`config.mk`:
```
export PLATFORM = sky130hd
export DESIGN_NAME = mwdm_duty
export DESIGN_NICKNAME = d
export VERILOG_FILES = /design/src/design/mwdm_pkg.sv /design/src/design/mwdm_duty.sv
export SDC_FILE = /design/constraint.sdc
export NUM_CORES = 1
export LEC_CHECK = 0
export BUFFER_PORTS_ARGS = -buffer_cell sky130_fd_sc_hd__buf_4
export CAP_MARGIN = 30
export CORE_MARGIN = 4
export CORE_UTILIZATION = 49
export CTS_BUF_LIST = sky130_fd_sc_hd__clkbuf_2 sky130_fd_sc_hd__clkbuf_4 sky130_fd_sc_hd__clkbuf_8
export CTS_CLUSTER_SIZE = 14
export DETAILED_ROUTE_END_ITERATION = 10
export GPL_TIMING_DRIVEN = 0
export PLACE_DENSITY = 0.68
export SLEW_MARGIN = 10
export SYNTH_ARGS = -nofsm -noshare
export SYNTH_HDL_FRONTEND = slang
export SYNTH_SLANG_ARGS = --single-unit
```
`constraint.sdc`:
```
create_clock -name clk_i -period 8.7 [get_ports clk_i]
set_input_delay 1.74 -clock clk_i [delete_from_list [all_inputs] [get_ports clk_i]]
set_output_delay 1.74 -clock clk_i [all_outputs]
set_load 0.01 [all_outputs]
```
`src/design/mwdm_pkg.sv`:
```
// Shared types and constants for the mecanum wheel duty mixer.
package mwdm_pkg;

  localparam int unsigned VEL_W = 16;
  localparam int unsigned DUTY_BITS = 10;
  localparam int unsigned CFG_W = 10;
  localparam int unsigned DIR_W = 2;
  localparam int unsigned FRACTION_BITS = 14;
  localparam int unsigned NUM_WHEELS = 4;
  // |f +- l +- r| stays below 2^17
  localparam int unsigned SUM_W = VEL_W + 2;
  localparam int unsigned MAG_W = VEL_W + 1;
  localparam int unsigned MAXS = (1 << DUTY_BITS) - 1;
  localparam logic [CFG_W-1:0] BASE_DUTY_RST = CFG_W'(600);
  localparam logic [CFG_W-1:0] STOP_THR_RST = CFG_W'(10);
  localparam int unsigned CFG_IDX_W = 2;

  typedef enum logic [CFG_IDX_W-1:0] {
    REG_BASE_DUTY      = 2'd0,
    REG_STOP_THRESHOLD = 2'd1
  } cfg_reg_e;

  typedef enum logic [DIR_W-1:0] {
    DIR_STOP = 2'd0,
    DIR_FWD  = 2'd1,
    DIR_REV  = 2'd2
  } dir_e;

  typedef struct packed {
    logic signed [VEL_W-1:0] forward_velocity;
    logic signed [VEL_W-1:0] lateral_velocity;
    logic signed [VEL_W-1:0] rotation_velocity;
  } cmd_t;

  typedef struct packed {
    logic [DUTY_BITS-1:0] front_left_duty;
    logic [DIR_W-1:0]     front_left_direction;
    logic [DUTY_BITS-1:0] front_right_duty;
    logic [DIR_W-1:0]     front_right_direction;
    logic [DUTY_BITS-1:0] rear_left_duty;
    logic [DIR_W-1:0]     rear_left_direction;
    logic [DUTY_BITS-1:0] rear_right_duty;
    logic [DIR_W-1:0]     rear_right_direction;
  } wheel_out_t;

endpackage

```
`src/design/mwdm_duty.sv`:
```
// Back stages: duty scaling onto [base duty, full scale], threshold, direction.
module mwdm_duty (
  input  logic                            clk_i,
  input  logic                            en_i,
  input  logic [mwdm_pkg::DUTY_BITS-1:0]  q_i,
  input  logic                            neg_i,
  input  logic [mwdm_pkg::CFG_W-1:0]      base_duty_i,
  input  logic [mwdm_pkg::CFG_W-1:0]      stop_thr_i,
  output logic [mwdm_pkg::DUTY_BITS-1:0]  duty_o,
  output logic [mwdm_pkg::DIR_W-1:0]      dir_o
);

  localparam int unsigned D = mwdm_pkg::DUTY_BITS;
  localparam int unsigned CW = (D > mwdm_pkg::CFG_W) ? D : mwdm_pkg::CFG_W;
  localparam logic [CW-1:0] MaxsC = CW'(mwdm_pkg::MAXS);
  localparam logic [D-1:0]  MaxsD = D'(mwdm_pkg::MAXS);

  logic [CW-1:0]  min_ext;
  logic [D-1:0]   floor_d, floor_q;
  logic [D-1:0]   span;
  logic [2*D-1:0] prod_d, prod_q;
  logic [D-1:0]   q_q;
  logic           neg_q;
  logic [2*D:0]   recip;
  logic [D-1:0]   scaled;
  logic [D-1:0]   duty_d;
  mwdm_pkg::dir_e dir_d;

  assign min_ext = CW'(base_duty_i);
  assign floor_d = (min_ext > MaxsC) ? MaxsD : D'(min_ext);
  assign span    = MaxsD - floor_d;
  assign prod_d  = (2*D)'(q_i) * (2*D)'(span);

  // x / (2^D - 1) == (x + (x >> D) + 1) >> D for x below 2^(2D) - 1
  assign recip  = (2*D+1)'(prod_q) + (2*D+1)'(prod_q >> D) + (2*D+1)'(1);
  assign scaled = recip[2*D-1:D];

  always_comb begin
    duty_d = '0;
    if (CW'(q_q) > CW'(stop_thr_i)) begin
      duty_d = floor_q + scaled;
    end
    if (q_q == '0) begin
      dir_d = mwdm_pkg::DIR_STOP;
    end else if (neg_q) begin
      dir_d = mwdm_pkg::DIR_REV;
    end else begin
      dir_d = mwdm_pkg::DIR_FWD;
    end
  end

  always_ff @(posedge clk_i) begin
    if (en_i) begin
      prod_q  <= prod_d;
      floor_q <= floor_d;
      q_q     <= q_i;
      neg_q   <= neg_i;
      duty_o  <= duty_d;
      dir_o   <= dir_d;
    end
  end

endmodule

```
# ---- Yosys cells after proc, flatten, opt, wreduce, memory -nomap -nowiden
# Cells that the tools add are included.
# W data, S select, Z words.
dict set report op_classes {
  addsub 4
  n_mul 1
  order_cmp 2
  n_mux 2
  n_reduce_logical 1
}
# operator n
set op_table {}
lappend op_table {{$add A20 B1 Y20 const B} 1}
lappend op_table {{$add A20 B10 Y20} 1}
lappend op_table {{$mul A10 B10 Y20} 1}
lappend op_table {{$add A10 B10 Y10} 1}
lappend op_table {{$gt A10 B10 Y1} 1}
lappend op_table {{$gt A10 B10 Y1 const B} 1}
lappend op_table {{$logic_not A10 Y1} 1}
lappend op_table {{$mux W10} 1}
lappend op_table {{$sub A10 B10 Y10 const A} 1}
lappend op_table {{$mux W2} 1}
dict set report totals {
  ff_bits 53
  input_bits 33
}

# ---- Depth between registers and ports, before layout
dict set report logic_depth {
  ltp_word 4
  depth_mapped 17
}

# ---- Least setup slack after synthesis
# OpenSTA, ideal clock, no wires.
dict set report synth_path {
  path_type {input-to-reg}
  startpoint {input port base_duty_i[9] in the netlist's numbering}
  endpoint {register prod_q[13] (data pin)}
  setup_ps 259
  arrival_time_ps 6105
  setup_slack_ps 2336
  cell_stages 15
  path_cell_list {clkbuf_1 > nand2b_1 > fa_1 > fa_1 > inv_1 > fa_1 > fa_1 > fa_1 > ha_1 > a21oi_1 > o21bai_1 > a2111oi_0 > o31ai_1 > a21oi_1 > xnor2_1}
}
dict set report synth_between {
  elab_chain_cells 4
}
# element line_no
set synth_rtl {}
lappend synth_rtl {{start, declared} mwdm_duty.sv:7} ;# input logic [mwdm_pkg::CFG_W-1:0] base_duty_i,
lappend synth_rtl {{$gt A10 B10 Y1} mwdm_duty.sv:30} ;# assign floor_d = (min_ext > MaxsC) ? MaxsD : D'(min_ext);
lappend synth_rtl {{$mux W10 (*)} mwdm_duty.sv:30}
lappend synth_rtl {{$sub A10 B10 Y10 (*)} mwdm_duty.sv:31} ;# assign span = MaxsD - floor_d;
lappend synth_rtl {{$mul A10 B10 Y20 (*)} mwdm_duty.sv:32} ;# assign prod_d = (2*D)'(q_i) * (2*D)'(span);
lappend synth_rtl {{net prod_d[13]} mwdm_duty.sv:21} ;# logic [2*D-1:0] prod_d, prod_q;
lappend synth_rtl {{end signal, assigned} mwdm_duty.sv:54} ;# prod_q <= prod_d;
lappend synth_rtl {{end, declared} mwdm_duty.sv:21}
# The timed path passes the listed nets; every way through them passes the cells marked *.
# A chain may end at the register's enable or synchronous reset.

# ---- Final worst setup path
dict set report layout_path {
  startpoint {input port base_duty_i[5] in the netlist's numbering}
  endpoint {register prod_q[13] (data pin)}
}
# The elaborated chain is that of the path after synthesis.

==> flow_summary.toml <==
[outcome]
outcome = "finished clean"

[timing]
tightest_slew_ns = 0.9508
holdWs_ns = 0.5967
slew_headroom = 0.3661
fin_skew_ns = 0.01273
hold_violations = 0
fin_crit_sh = 0.7498
drv_slew = 0
fmax_mhz = 153.3
setup_viol = 0
rsz0062_at_grt = "false"
finalCriticalPeriod_ns = 6.523
tns_ns = 0

[clock_network]
postCtsSetupBuffers = 0
root_buffer = "clkbuf_8"
cts_buffer_depth = 2
cts_tree = "done"
htreeDepth = 2
cts_sinks = 53
path_clk_slew_ns = 0.10
cts_buffers = 5
cts_resized = 0
clk_latency_ns = 0.31
cts_hold_repair.buffers = 0

[synthesis]
synth_nets = 761
synth.area.top_cells = "edfxtp_1 26%, fa_1 21%, ha_1 17%"
ys.warnings.count = 0
synth_enable_flop_cells = 53
ys_seq_area_frac = 0.2608
synth_cell_types = 53
netlist_area_um2 = 6102
async_flop_share = 0
yosys.area.top_type = "edfxtp_1"
yosysTopAreaCellShare = 0.2608
synth_cells = 582
synth_flop_cell = "edfxtp_1"
syn_avg_cell_area_um2 = 10.48
synth_seq_cells = 53

[worst_setup_path]
crit_path_start_kind = "input port"
required_ns = 8.77
crit_path_frequent_cell = "fa_1"
crit_buf_inv = 2
cp.arrival_ns = 6.59
crit_path_end_kind = "flip-flop"
critPathMaxFanout = 10
path_class = "input port to flip-flop"
reg2reg_from = "prod_q[12]"
cp-startpoint = "base_duty_i[5]"
cpPeakStageDelay_ns = 0.58
worstPathCellList = "clkbuf_1 > nand2b_1 > fa_1 > fa_1 > inv_1 > fa_1 > fa_1 > fa_1 > ha_1 > a21oi_1 > o21bai_1 > a2111oi_0 > o31ai_1 > a21oi_1 > xnor2_1"
critPathSlowestCell = "a2111oi_0"
path_delay_family = "adder cells"

[global_route]
first_global_vias = 4371
grt.overflow.total = 0
grt_max_degree = 54
track_usage = 0.1774
antenna_found_initial = 0
grt_pass1_wl_um = 20730

[place]
dp_hpwl_um = 9829
place.gp.congestion = 0.8494
port_buffers = 34

[flow_run]
drv_cap = 0

[routing]
wirelength_um = 12050
wl_per_cell_um = 15.21
drtIter0Drc = 189
vias = 4146
drc = 0
vias_per_cell = 5.235
drt_first_pass_iters = 4
postRouteAntennaNets = 0

[die]
core_um2 = 12110
fp.dieH_um = 119.6
die-area_um2 = 14300
placementRows = 40
initial_core_util = 0.5038
io_pins = 45
dieWidth_um = 119.6

[finish]
regArea_um2 = 1592
fin_util = 0.5500
fillCellCount = 1086
multi_input_area_um2 = 4149
finalNetCount = 802
diodes = 0
drive_gt1_frac = 0.08494
area_growth_pct = 9.165

[power]
power_frac_comb = 0.684
p_seq_frac = 0.238
switching_power_mw = 0.8445
p_per_area_nw_per_um2 = 282.1
ir_drop_mv = 0.1728
p_sw_frac = 0.4494
p_leak_nw = 3.077
p_total_mw = 1.879
internal_power_mw = 1.035
power.share.clock = 0.078

[min_path]
min_from = "neg_q"
min_path_type = "flip-flop to flip-flop"
[cell usage in the layout, fill, tap and decap left out, drive strengths merged, types with 3 or more instances in the layout]
| master | Yosys | routed |
|---|---|---|
| xnor2 | 19 | 19 |
| nand2 | 17 | 17 |
| buf | 1 | 35 |
| inv | 74 | 75 |
| a211oi | 6 | 6 |
| nand3 | 5 | 5 |
| a21oi | 26 | 26 |
| fa | 63 | 63 |
| xor2 | 12 | 12 |
| nor2 | 23 | 23 |
| a21o | 11 | 11 |
| o21bai | 4 | 4 |
| edfxtp | 53 | 53 |
| nand2b | 40 | 40 |
| a41oi | 3 | 3 |
| clkbuf | 21 | 26 |
| nor3 | 5 | 5 |
| o21ai | 9 | 9 |
| o221ai | 3 | 3 |
| and3 | 7 | 7 |
| ha | 83 | 83 |
| nor2b | 63 | 63 |
| o211ai | 6 | 6 |
[area by class of cell]
cell class,instances,share of cell area
Tap cell,168,0.03156
Buffer,22,0.01258
Sequential cell,53,0.2389
Timing Repair Buffer,34,0.03832
Clock buffer,5,0.01033
Inverter,74,0.04170
Multi-Input combinational cell,433,0.6228
Clock inverter,3,0.003757
[path summary, 6_finish.rpt]
check        cells past startpoint         end  slack (ns)
max                             15  prod_q[13]        2.18
min                              1    dir_o[0]        0.60
max reg2reg                     14   duty_o[9]        4.92
min reg2reg                      1    dir_o[0]        0.60
[metrics by stage]
step                cell area [um2]  instances  setup slack (ns)
floorplan                      6102        582             2.336
detailed placement             6568        784             1.811
finish                         6661        792             2.177
CTS                            6661        792             2.152
global route                   6661        792             1.857
global placement               6568        784             1.794
[cell usage after synthesis, types with 7 or more instances]
library cell,number
a21o_1,10
xor2_1,12
clkbuf_1,21
edfxtp_1,53
nor2_1,23
and3_1,7
ha_1,83
inv_1,74
nand2b_1,40
fa_1,63
nor2b_1,63
xnor2_1,19
a21oi_1,25
nand2_1,16
[worst register-to-register path: cells and delay by family, from the launching register on]
kind	cells	cell delay, ns
and+or+nand+nor	3	0.57
DFF	1	0.51
adders and majority gates	2	0.67
AOI/OAI and AO/OA	8	1.60
xor gates and xnor gates	1	0.15
[cell families (layout without fill, tap and decap cells)]
logic type,after synthesis,count (layout),share of synthesized area
AO/OA/AOI/OAI,81,81,0.09330
XOR/XNOR,31,31,0.04449
adder cells (fa/ha/maj),146,146,0.3769
buffers and inverters,96,138,0.05926
flip-flops,53,53,0.2608
multiplexers,1,1,0.001640
AND/OR/NAND/NOR,174,174,0.1636
[routing by layer]
metal | routed length [um] | global-route usage | vias to the layer above
li1 | - | - | 2041
met1 | 5452 | 0.2398 | 2007
met2 | 5873 | 0.3037 | 83
met3 | 476 | 0.01979 | 15
met4 | 246 | 0.04939 | 0
met5 | 0 | 0 | -
[sequential cells by signal, summed over array words and instances (netlist names)]
name / cells
floor_q: 10
dir_o: 2
duty_o: 10
prod_q: 20
q_q: 10
neg_q: 1
[power by group through the flow]
| stage | clock [mW] | combinational [mW] | sequential (mW) |
|---|---|---|---|
| after global placement | 0 | 1.26 | 0.452 |
| after global routing | 0.157 | 1.49 | 0.456 |
| final | 0.146 | 1.29 | 0.447 |
| after detailed placement | 0 | 1.29 | 0.454 |
| after floorplan | 0 | 1.02 | 0.447 |
| after CTS | 0.149 | 1.31 | 0.448 |
Note: power is estimated with default switching activity, not from simulation.
