## src/design/mwdm_pkg.sv

```systemverilog
// Shared types and constants for the mecanum wheel duty mixer.
package mwdm_pkg;

  localparam int unsigned VEL_W = 16;
  localparam int unsigned DUTY_BITS = 10;
  localparam int unsigned CFG_W = 10;
  localparam int unsigned DIR_W = 2;
  localparam int unsigned FRACTION_BITS = 14;
  localparam int unsigned NUM_WHEELS = 4;
  // |f +- l +- r| stays below 2^17
  localparam int unsigned SUM_W = VEL_W + 2;
  localparam int unsigned MAG_W = VEL_W + 1;
  localparam int unsigned MAXS = (1 << DUTY_BITS) - 1;
  localparam logic [CFG_W-1:0] BASE_DUTY_RST = CFG_W'(600);
  localparam logic [CFG_W-1:0] STOP_THR_RST = CFG_W'(10);
  localparam int unsigned CFG_IDX_W = 2;

  typedef enum logic [CFG_IDX_W-1:0] {
    REG_BASE_DUTY      = 2'd0,
    REG_STOP_THRESHOLD = 2'd1
  } cfg_reg_e;

  typedef enum logic [DIR_W-1:0] {
    DIR_STOP = 2'd0,
    DIR_FWD  = 2'd1,
    DIR_REV  = 2'd2
  } dir_e;

  typedef struct packed {
    logic signed [VEL_W-1:0] forward_velocity;
    logic signed [VEL_W-1:0] lateral_velocity;
    logic signed [VEL_W-1:0] rotation_velocity;
  } cmd_t;

  typedef struct packed {
    logic [DUTY_BITS-1:0] front_left_duty;
    logic [DIR_W-1:0]     front_left_direction;
    logic [DUTY_BITS-1:0] front_right_duty;
    logic [DIR_W-1:0]     front_right_direction;
    logic [DUTY_BITS-1:0] rear_left_duty;
    logic [DIR_W-1:0]     rear_left_direction;
    logic [DUTY_BITS-1:0] rear_right_duty;
    logic [DIR_W-1:0]     rear_right_direction;
  } wheel_out_t;

endpackage

```

## src/design/mwdm_div.sv

```systemverilog
// Pipelined restoring divider, one quotient bit per stage.
module mwdm_div #(
  parameter int unsigned FractionBits = mwdm_pkg::FRACTION_BITS,
  localparam int unsigned DenW = (mwdm_pkg::MAG_W > FractionBits + 1) ?
                                 mwdm_pkg::MAG_W : FractionBits + 1,
  localparam int unsigned NumW = mwdm_pkg::MAG_W + mwdm_pkg::DUTY_BITS
) (
  input  logic                              clk_i,
  input  logic                              en_i,
  input  logic [NumW-1:0]                   num_i,
  input  logic [DenW-1:0]                   den_i,
  input  logic                              neg_i,
  output logic [mwdm_pkg::DUTY_BITS-1:0]    q_o,
  output logic                              neg_o
);

  localparam int unsigned D = mwdm_pkg::DUTY_BITS;
  localparam int unsigned W = DenW + D;

  logic [W-1:0]    rem_s [D+1];
  logic [D-1:0]    q_s   [D+1];
  logic [DenW-1:0] den_s [D];
  logic            neg_s [D+1];

  assign rem_s[0] = W'(num_i);
  assign q_s[0]   = '0;
  assign den_s[0] = den_i;
  assign neg_s[0] = neg_i;

  // quotient never exceeds full scale, so D bits cover it
  for (genvar g = 0; g < D; g++) begin : g_stage
    logic [W-1:0] shifted;
    logic         take;
    assign shifted = W'(den_s[g]) << (D - 1 - g);
    assign take    = rem_s[g] >= shifted;
    always_ff @(posedge clk_i) begin
      if (en_i) begin
        rem_s[g+1] <= take ? rem_s[g] - shifted : rem_s[g];
        q_s[g+1]   <= {q_s[g][D-2:0], take};
        neg_s[g+1] <= neg_s[g];
      end
    end
    if (g < D - 1) begin : g_den
      always_ff @(posedge clk_i) begin
        if (en_i) begin
          den_s[g+1] <= den_s[g];
        end
      end
    end
  end

  assign q_o   = q_s[D];
  assign neg_o = neg_s[D];

endmodule

```

## config.mk

```make
export PLATFORM = sky130hd
export DESIGN_NAME = mwdm_div
export DESIGN_NICKNAME = d
export VERILOG_FILES = /design/src/design/mwdm_pkg.sv /design/src/design/mwdm_div.sv
export SDC_FILE = /design/constraint.sdc
export NUM_CORES = 1
export LEC_CHECK = 0
export BUFFER_PORTS_ARGS = -buffer_cell sky130_fd_sc_hd__buf_2
export CELL_PAD_IN_SITES_DETAIL_PLACEMENT = 1
export CELL_PAD_IN_SITES_GLOBAL_PLACEMENT = 2
export CORE_UTILIZATION = 41
export CTS_BUF_LIST = sky130_fd_sc_hd__clkbuf_4
export DETAILED_ROUTE_END_ITERATION = 6
export PLACE_DENSITY_LB_ADDON = 0.1
export SKIP_LAST_GASP = 1
export SLEW_MARGIN = 5
export SYNTH_ARGS = -nofsm -noshare
export SYNTH_HDL_FRONTEND = slang
export SYNTH_SLANG_ARGS = --single-unit
```

## constraint.sdc

```tcl
create_clock -name clk_i -period 3 [get_ports clk_i]
set_input_delay 0.75 -clock clk_i [delete_from_list [all_inputs] [get_ports clk_i]]
set_output_delay 0.75 -clock clk_i [all_outputs]
set_load 0.05 [all_outputs]
```

Word-level counts from Yosys, hierarchy flattened
Index checks and enable logic that the tools add are counted.
- magnitude comparators: 10
- $add $sub $neg: 9
- multiplexer cells: 9
- operators with widths (cell ; count):
    27-bit 2-to-1 mux ; 9
    27-bit by 17-bit >= comparator with 1-bit output ; 1
    27-bit by 18-bit >= comparator with 1-bit output ; 1
    27-bit by 19-bit >= comparator with 1-bit output ; 1
    27-bit by 20-bit >= comparator with 1-bit output ; 1
    27-bit by 21-bit >= comparator with 1-bit output ; 1
    27-bit by 22-bit >= comparator with 1-bit output ; 1
    27-bit by 23-bit >= comparator with 1-bit output ; 1
    27-bit by 24-bit >= comparator with 1-bit output ; 1
    27-bit by 25-bit >= comparator with 1-bit output ; 1
    27-bit by 26-bit >= comparator with 1-bit output ; 1
    27-bit by 18-bit subtractor with 27-bit output ; 1
    27-bit by 19-bit subtractor with 27-bit output ; 1
    27-bit by 20-bit subtractor with 27-bit output ; 1
    27-bit by 21-bit subtractor with 27-bit output ; 1
    27-bit by 22-bit subtractor with 27-bit output ; 1
    27-bit by 23-bit subtractor with 27-bit output ; 1
    27-bit by 24-bit subtractor with 27-bit output ; 1
    27-bit by 25-bit subtractor with 27-bit output ; 1
    27-bit by 26-bit subtractor with 27-bit output ; 1
- word-level logic and storage cells: 66
- output and inout bits: 11
- register bits: 461
- input bits: 47

Depth between registers and ports, before layout
Gate-level depths: netlist of run 1.
- depth after elaboration: 2
- mapped depth: 13
- gate-level depth less buffers: 12

Worst setup path before layout of run 1
No wires, ideal clock.
- kind: input-to-reg
- start: input den_i[5]
- end: register rem_s[261] (netlist bit) (data pin)
- cell stages on the path: 8
- arrival: 2.956 ns
- slack: -0.219 ns
- path buffers: 1
- library setup time: 0.262 ns
- data required time: 2.738 ns
- cell sequence: inv_1 ha_1 or4b_1 or4_1 o41a_1 o31ai_4 buf_8 mux2_1
- word-level cells in the longest chain between the ends: 2
- elaborated cells between the ends (all ways): 3
- classes of those cells: add/sub (1); order compare (1); mux (1)
- ends and longest elaborated chain (element ; line ; source):
    start, declared ; mwdm_div.sv:11 ; input logic [DenW-1:0] den_i,
    27-bit by 26-bit subtractor with 27-bit output / 27-bit by 26-bit >= comparator with 1-bit output (equally long branches) ; mwdm_div.sv:38, mwdm_div.sv:35 ;
    27-bit 2-to-1 mux (*) ; mwdm_div.sv:38 ; rem_s[g+1] <= take ? rem_s[g] - shifted : rem_s[g];
    end signal, assigned by index ; mwdm_div.sv:38 ;
    end, declared ; mwdm_div.sv:20 ; logic [W-1:0] rem_s [D+1];
Every way passes the cells marked *; elsewhere a longest branch is shown, timed or not.
A chain may end at the register's enable or synchronous reset.

Worst setup path in the final report of run 1
- start: register rem_s[223] (netlist bit)
- end: register rem_s[199] (netlist bit) (data pin)
- word-level cells in the longest chain between the ends: 2
- elaborated cells between the ends (all ways): 3
- classes of those cells: add/sub (1); order compare (1); mux (1)
- ends and longest elaborated chain (element ; line):
    27-bit by 24-bit subtractor with 27-bit output / 27-bit by 24-bit >= comparator with 1-bit output (equally long branches) ; mwdm_div.sv:38, mwdm_div.sv:35
    27-bit 2-to-1 mux (*) ; mwdm_div.sv:38
Marks and branches as above.

==> results of run 1 <==
cells by family (layout without fill, tap and decap cells):
group                    after synthesis  count (layout)  share of synthesized area (%)
AO/OA/AOI/OAI                        529             529                          13.35
XOR/XNOR                             155             155                          5.394
adder cells (fa/ha/maj)              179             179                          9.168
buffers and inverters                263             794                          4.256
flip-flops                           461             461                          55.01
multiplexers                          41              41                          1.825
other                                  0               3                              0
AND/OR/NAND/NOR                      560             560                          11.00
area by class of cell:
cell class | instances | area [µm²] | area share, %
Antenna cell | 3 | 7.507 | 0.02415
Clock buffer | 183 | 1374 | 4.420
Clock inverter | 37 | 224.0 | 0.7206
Inverter | 213 | 812.0 | 2.613
Multi-Input combinational cell | 1464 | 10800 | 34.74
Sequential cell | 461 | 13840 | 44.54
Tap cell | 782 | 978.4 | 3.148
Timing Repair Buffer | 361 | 3043 | 9.791
timing repair:
item,4_1_cts,5_1_grt
hold buffers,24,0
setup buffers,10,27
gates cloned,1,6
hold endpoints to repair,24,0
setup endpoints to repair,84,126
gates resized for setup,40,103
pin swaps,22,37
flip-flops by register name, summed over array words and instances (netlist names):
name and count:
rem_s 243, den_s 153, q_s 45, q_o 10
neg_s 9, neg_o 1
metal layers:
| layer | track usage, % | share of wire, % | vias to the layer above |
|---|---|---|---|
| met5 | 0 | 0 | - |
| met3 | 4.255 | 2.9 | 181 |
| li1 | - | - | 9011 |
| met2 | 39.94 | 58 | 294 |
| met4 | 13.35 | 6.0 | 0 |
| met1 | 16.57 | 33 | 8659 |
critical path, stage by stage (launching register included):
cell	delay, ps
edfxtp_1	370
inv_2	90
ha_4	130
inv_2	40
fa_2	360
a21o_1	190
nand4_1	150
a31oi_4	140
a221oi_4	320
o21ai_2	110
a311oi_4	310
buf_12	170
mux2_2	330
report_power, final:
group          internal (µW)  switching [µW]
logic                   5010            5500
clock network           2970            2580
registers               9060             937
total                  17000            9020
placed cells by master, fill, tap and decap left out, types with 24 or more instances in the layout:
cell type,count
nor2_1,155
edfxtp_1,461
clkbuf_4,183
xor2_1,66
nand2_1,136
nor2b_1,26
dlygate4sd3_1,24
buf_4,241
nand4_1,32
mux2_2,28
ha_1,163
buf_2,56
a21oi_1,152
nand3_1,35
o21a_1,29
nor3_1,35
o21ai_0,96
inv_1,209
xnor2_1,88
a21o_1,71
cells in the mapped netlist (6+ instances only):
library cell | number | share of area (%)
and2_1 | 6 | 0.15
nor3b_1 | 7 | 0.21
buf_4 | 11 | 0.33
a21boi_0 | 6 | 0.18
a31oi_1 | 19 | 0.47
nand3b_1 | 10 | 0.30
edfxtp_1 | 461 | 55
and3_1 | 11 | 0.27
nor2b_1 | 29 | 0.72
xnor2_1 | 89 | 3.1
nor4b_1 | 6 | 0.21
a21o_1 | 71 | 2.1
buf_2 | 12 | 0.24
xor2_1 | 66 | 2.3
nand2b_1 | 19 | 0.47
nand4_1 | 32 | 0.80
o21ai_0 | 114 | 2.3
ha_1 | 170 | 8.5
a211o_1 | 6 | 0.21
or4_1 | 6 | 0.18
fa_1 | 9 | 0.72
a211oi_1 | 14 | 0.42
clkbuf_1 | 21 | 0.31
inv_1 | 213 | 3.2
nor2_1 | 160 | 2.4
nor4_1 | 26 | 0.65
or2_2 | 8 | 0.20
o21ai_1 | 10 | 0.20
a21oi_1 | 170 | 3.4
o31ai_1 | 8 | 0.24
nand2_1 | 138 | 2.1
o211ai_1 | 14 | 0.42
nand3_1 | 36 | 0.72
mux2_2 | 34 | 1.5
or3_1 | 11 | 0.27
o21bai_1 | 12 | 0.36
o21a_1 | 29 | 0.87
nor3_1 | 38 | 0.76
per-stage QoR:
stage / instance area, µm² / TNS, ps / setup slack, ps / utilization [%]
after detailed placement: 28240 / -26140 / -781.6 / 46.70
after global placement: 28240 / -21400 / -748.7 / 46.70
after floorplan: 25230 / -1817 / -190.6 / -
after CTS: 30320 / -111.4 / -58.65 / 50.14
final: 31080 / -71.62 / -30.04 / 51.40
after global routing: 31080 / -2561 / -182.6 / 51.40
final timing paths:
check	startpoint	end	cells after the start
max	rem_s[223]$_DFFE_PP_	rem_s[199]$_DFFE_PP_	12
min	den_i[11]	den_s[147]$_DFFE_PP_	2
max reg2reg	rem_s[223]$_DFFE_PP_	rem_s[199]$_DFFE_PP_	12
min reg2reg	q_s[13]$_DFFE_PP_	q_o[4]$_DFFE_PP_	0
==> qor.txt, run 1 <==
outcome: finished with violations
failing checks: setup timing
drt wl/cell: 17.37 µm
pin count of the biggest net entering global routing: 55
Syn Area/Cell: 11.50 µm²
Lkg Pwr: 0.01278 µW
power per cell area: 838.6 nW/µm²
Arrival @ worst endpoint: 3650 ps
Post-synth EDFFs: 461
part of the cycle the worst path needs: 101.0%
Synth Cell Area: 25,170 µm²
ANT nets after route: 0
max-slew violations: 0
FF+latch count, synth: 461
routability cong.: 0.8802
total die area: 62,380 µm²
CTS H-tree depth: 4
worst path required time: 3620 ps
Setup crit end kind: flip-flop
max_cap viols: 0
placed cell count: 3,214
Total Power: 26,060 µW
CTS tree: built
Syn Nets: 2,414
Ports: 58
total track usage: 19.67%
Worst Setup Path Type: flip-flop to flip-flop
Starting Density: 41.62%
width of the die: 249.8 µm
DRC viols: 0
Vias/cell: 5.178
Synth-to-Final Area Change: 23.50%
synthesized instance count: 2,188
vias in the first global route: 20,070
Bufs on Longest Clock Path: 3
Seq/Total Area, Yosys: 55.01%
total wire length: 60,850 µm
first-pass GRT wire length: 96,430 µm
asr flop ratio synth: 0%
Worst-Margin Slew: 723.6 ps
distinct cell type count after synthesis: 88
Final HPWL DP: 46,900 µm
Site Rows: 90
non-filler cells, final: 3,504
crit path launch type: flip-flop
synth warn: 0
Clock Sinks: 461
CTS Buf Count: 132
Root Driver: clkbuf_4
1st-pass router iterations: 5
grt total ovfl: 0
crit-path max FO: 5
RSZ-0062 raised after global routing: yes
number of fill cells in the layout: 6,496
Die Span Y: 249.8 µm
initial drt markers: 610
total core area: 60,470 µm²
Max-slew headroom: 51.39%
Reg2Reg Setup Slack: -30 ps
Via Count: 18,150
Hold Path Class: input pin to flip-flop
top_reg_cell synth: edfxtp_1
final hold violations: 0
Skew-Pair Late Insertion Delay: 940 ps
setup violators final: 5
initial antenna violation count: 2
fraction of layout cells with a size suffix above 1: 25.23%
tightest hold margin: 143.3 ps
peak supply drop: 0.0003609 V
Port Buffers: 57
Layout Nets: 2,859
CTS clk-pin slew, worst paths: 60 ps
Final Skew: 62.90 ps
Peak Freq: 330.0 MHz
final worst slack: -30.04 ps
fin crit period: 3030 ps
No activity file was read; power rests on OpenSTA's default activity.
==> run 2, diff against run 1 <==
--- a/config.mk
+++ b/config.mk
@@ -8,6 +8,7 @@
 export BUFFER_PORTS_ARGS = -buffer_cell sky130_fd_sc_hd__buf_2
 export CELL_PAD_IN_SITES_DETAIL_PLACEMENT = 1
 export CELL_PAD_IN_SITES_GLOBAL_PLACEMENT = 2
+export CORE_ASPECT_RATIO = 2
 export CORE_UTILIZATION = 41
 export CTS_BUF_LIST = sky130_fd_sc_hd__clkbuf_4
 export DETAILED_ROUTE_END_ITERATION = 6
==> qor.txt, run 2 (synthesis gave the netlist of run 1 again) <==
outcome: finished with violations (unchanged)
failing checks: setup timing (unchanged)
Starting Density: 41.35% (was 41.62%)
internal power: 17,070 µW (was 17,050 µW)
fraction of layout cells with a size suffix above 1: 28.49% (was 25.23%)
worst path required time: 3680 ps (was 3620 ps)
Setup TNS: -1173 ps (was -71.62 ps)
final worst slack: -174.3 ps (was -30.04 ps)
Skew-Pair Late Insertion Delay: 970 ps (was 940 ps)
first-pass GRT wire length: 107,800 µm (was 96,430 µm)
1st-pass router iterations: 4 (was 5)
Final Skew: 89.35 ps (was 62.90 ps)
total core area: 60,860 µm² (was 60,470 µm²)
Peak Freq: 315.0 MHz (was 330.0 MHz)
pin count of the biggest net entering global routing: 67 (was 55)
max-slew violations: 0 (unchanged)
Lkg Pwr: 0.01321 µW (was 0.01278 µW)
Reg with most FFs: rem_s (unchanged)
number of fill cells in the layout: 6,512 (was 6,496)
Port Buffers: 57 (unchanged)
tightest hold margin: 119.5 ps (was 143.3 ps)
Ports: 58 (unchanged)
max_cap viols: 0 (unchanged)
ANT nets after route: 0 (unchanged)
Largest regs: rem_s (243), den_s (153), q_s (45) (unchanged)
Layout Nets: 2,933 (was 2,859)
Worst-Margin Slew: 793.9 ps (was 723.6 ps)
Hold Path Class: input pin to flip-flop (unchanged)
Sw Share: 36.46% (was 34.59%)
M3 GR Usage: 3.784% (was 4.255%)
Total Power: 26,860 µW (was 26,060 µW)
placed cell count: 3,305 (was 3,214)
width of the die: 177.2 µm (was 249.8 µm)
GR peak layer: met2 (unchanged)
CTS clk-pin slew, worst paths: 70 ps (was 60 ps)
final hold violations: 0 (unchanged)
Clock Sinks: 461 (unchanged)
Bufs on Longest Clock Path: 3 (unchanged)
Vias/cell: 5.289 (was 5.178)
Final HPWL DP: 55,980 µm (was 46,900 µm)
Arrival @ worst endpoint: 3850 ps (was 3650 ps)
power per cell area: 842.4 nW/µm² (was 838.6 nW/µm²)
met2 Usage GRT: 52.55% (was 39.94%)
drt wl/cell: 20.15 µm (was 17.37 µm)
Root Driver: clkbuf_4 (unchanged)
NetSw: 9795 µW (was 9016 µW)
Via Count: 18,930 (was 18,150)
total die area: 62,440 µm² (was 62,380 µm²)
non-filler cells, final: 3,579 (was 3,504)
total track usage: 23.07% (was 19.67%)
vias in the first global route: 21,410 (was 20,070)
CTS tree: built (unchanged)
design area: 31,890 µm² (was 31,080 µm²)
Setup crit end kind: flip-flop (unchanged)
crit-path max FO: 2 (was 5)
Flop pwr share: 37.3% (was 38.4%)
part of the cycle the worst path needs: 105.8% (was 101.0%)
initial drt markers: 454 (was 610)
peak supply drop: 0.0003541 V (was 0.0003609 V)
fin crit period: 3174 ps (was 3030 ps)
crit path launch type: flip-flop (unchanged)
Worst Setup Path Type: flip-flop to flip-flop (unchanged)
met1 usage: 13.92% (was 16.57%)
Clk pwr share: 19.1% (was 21.3%)
post-place instance area: 28,860 µm² (was 28,240 µm²)
max FFs per register: 243 (unchanged)
initial antenna violation count: 2 (unchanged)
Synth-to-Final Area Change: 26.70% (was 23.50%)
CTS H-tree depth: 3 (was 4)
combinational power share: 43.6% (was 40.3%)
grt total ovfl: 0 (unchanged)
RSZ-0062 raised after global routing: yes (unchanged)
setup violators final: 17 (was 5)
Max-slew headroom: 47.07% (was 51.39%)
CTS Buf Count: 108 (was 132)
Die Span Y: 352.4 µm (was 249.8 µm)
DRC viols: 0 (unchanged)
Site Rows: 128 (was 90)
routability cong.: 0.8799 (was 0.8802)
most frequent cells in the layout: edfxtp_1, buf_4, inv_1 (unchanged)
commonest non-fill, non-tap cell in the layout: edfxtp_1 (unchanged)
total wire length: 72,130 µm (was 60,850 µm)
-- run 2: changes by cell type in the layout (fill, tap and decap cells not counted), moves of 5 or more --
cell | before | now
clkbuf_4 | 183 | 142
ha_1 | 163 | 153
ha_4 | 4 | 14
inv_2 | 6 | 11
buf_4 | 241 | 348
clkinv_1 | 23 | 35
o21ai_0 | 96 | 89
inv_1 | 209 | 203
buf_12 | 20 | 14
mux2_2 | 28 | 23
o21ai_2 | 13 | 18
mux2_4 | 10 | 16
clkinv_2 | 2 | 15
-- run 2: cell type report --
class / instances / area [µm²] / share of cell area (%)
clock buffers: 142 / 1066 / 3.343
multi-input cells: 1464 / 11220 / 35.18
flip-flops and latches: 461 / 13840 / 43.41
diodes: 2 / 5.005 / 0.01570
clock inverters: 58 / 307.8 / 0.9653
repair buffers: 459 / 3660 / 11.48
inverters: 213 / 812.0 / 2.547
well taps: 780 / 975.9 / 3.061
-- run 2: power by group through the flow --
| stage | combinational [µW] | sequential, µW | clock, µW |
|---|---|---|---|
| 4_1_cts | 11300 | 9980 | 5330 |
| 3_5_place_dp | 10800 | 10100 | 0 |
| 3_3_place_gp | 10400 | 10100 | 0 |
| 2_1_floorplan | 6830 | 9720 | 0 |
| 5_1_grt | 12800 | 10200 | 5590 |
| 6_report | 11700 | 10000 | 5130 |
-- run 2: timing repair --
action | 4_1_cts | 5_1_grt
setup buffers | 23 | 34
pin swaps | 55 | 67
resized for setup | 111 | 113
gates cloned | 2 | 2
hold endpoints to repair | 20 | 0
hold buffers | 20 | 0
setup endpoints to repair | 130 | 132
-- run 2: worst max-delay path, cell delays in order, from the launching register on --
cell and delay (ps):
edfxtp_1 400, inv_2 100, ha_4 140, inv_2 40, fa_2 370, a211oi_2 210, buf_4 170, o21ai_4 60
a311o_1 370, a41oi_2 340, o21ai_2 110, a211oi_2 250, mux2_2 360
-- run 2: routing by layer --
metal  vias to the layer above  share of wire (%)  wire length [µm]
li1                       9134                  -                 -
met1                      9223                 25             17890
met2                       351                 65             46610
met3                       220                2.7              1968
met4                         0                7.8              5654
met5                         -                  0                 0
-- run 2: final timing paths --
path | start | slack, ps | end | cells after the start
setup reg to reg | rem_s[139]$_DFFE_PP_ | -170 | rem_s[130]$_DFFE_PP_ | 12
hold reg to reg | den_s[111]$_DFFE_PP_ | 380 | den_s[94]$_DFFE_PP_ | 0
setup / recovery | rem_s[139]$_DFFE_PP_ | -170 | rem_s[130]$_DFFE_PP_ | 12
hold / removal | den_i[0] | 120 | den_s[136]$_DFFE_PP_ | 2
-- run 2: stage by stage --
step	worst slack [ps]	utilization, %
after global placement	-807.1	47.42
after detailed placement	-863.7	47.42
after CTS	-143.2	51.10
final	-174.3	52.40
after global routing	-234.9	52.40
after floorplan	-190.6	-
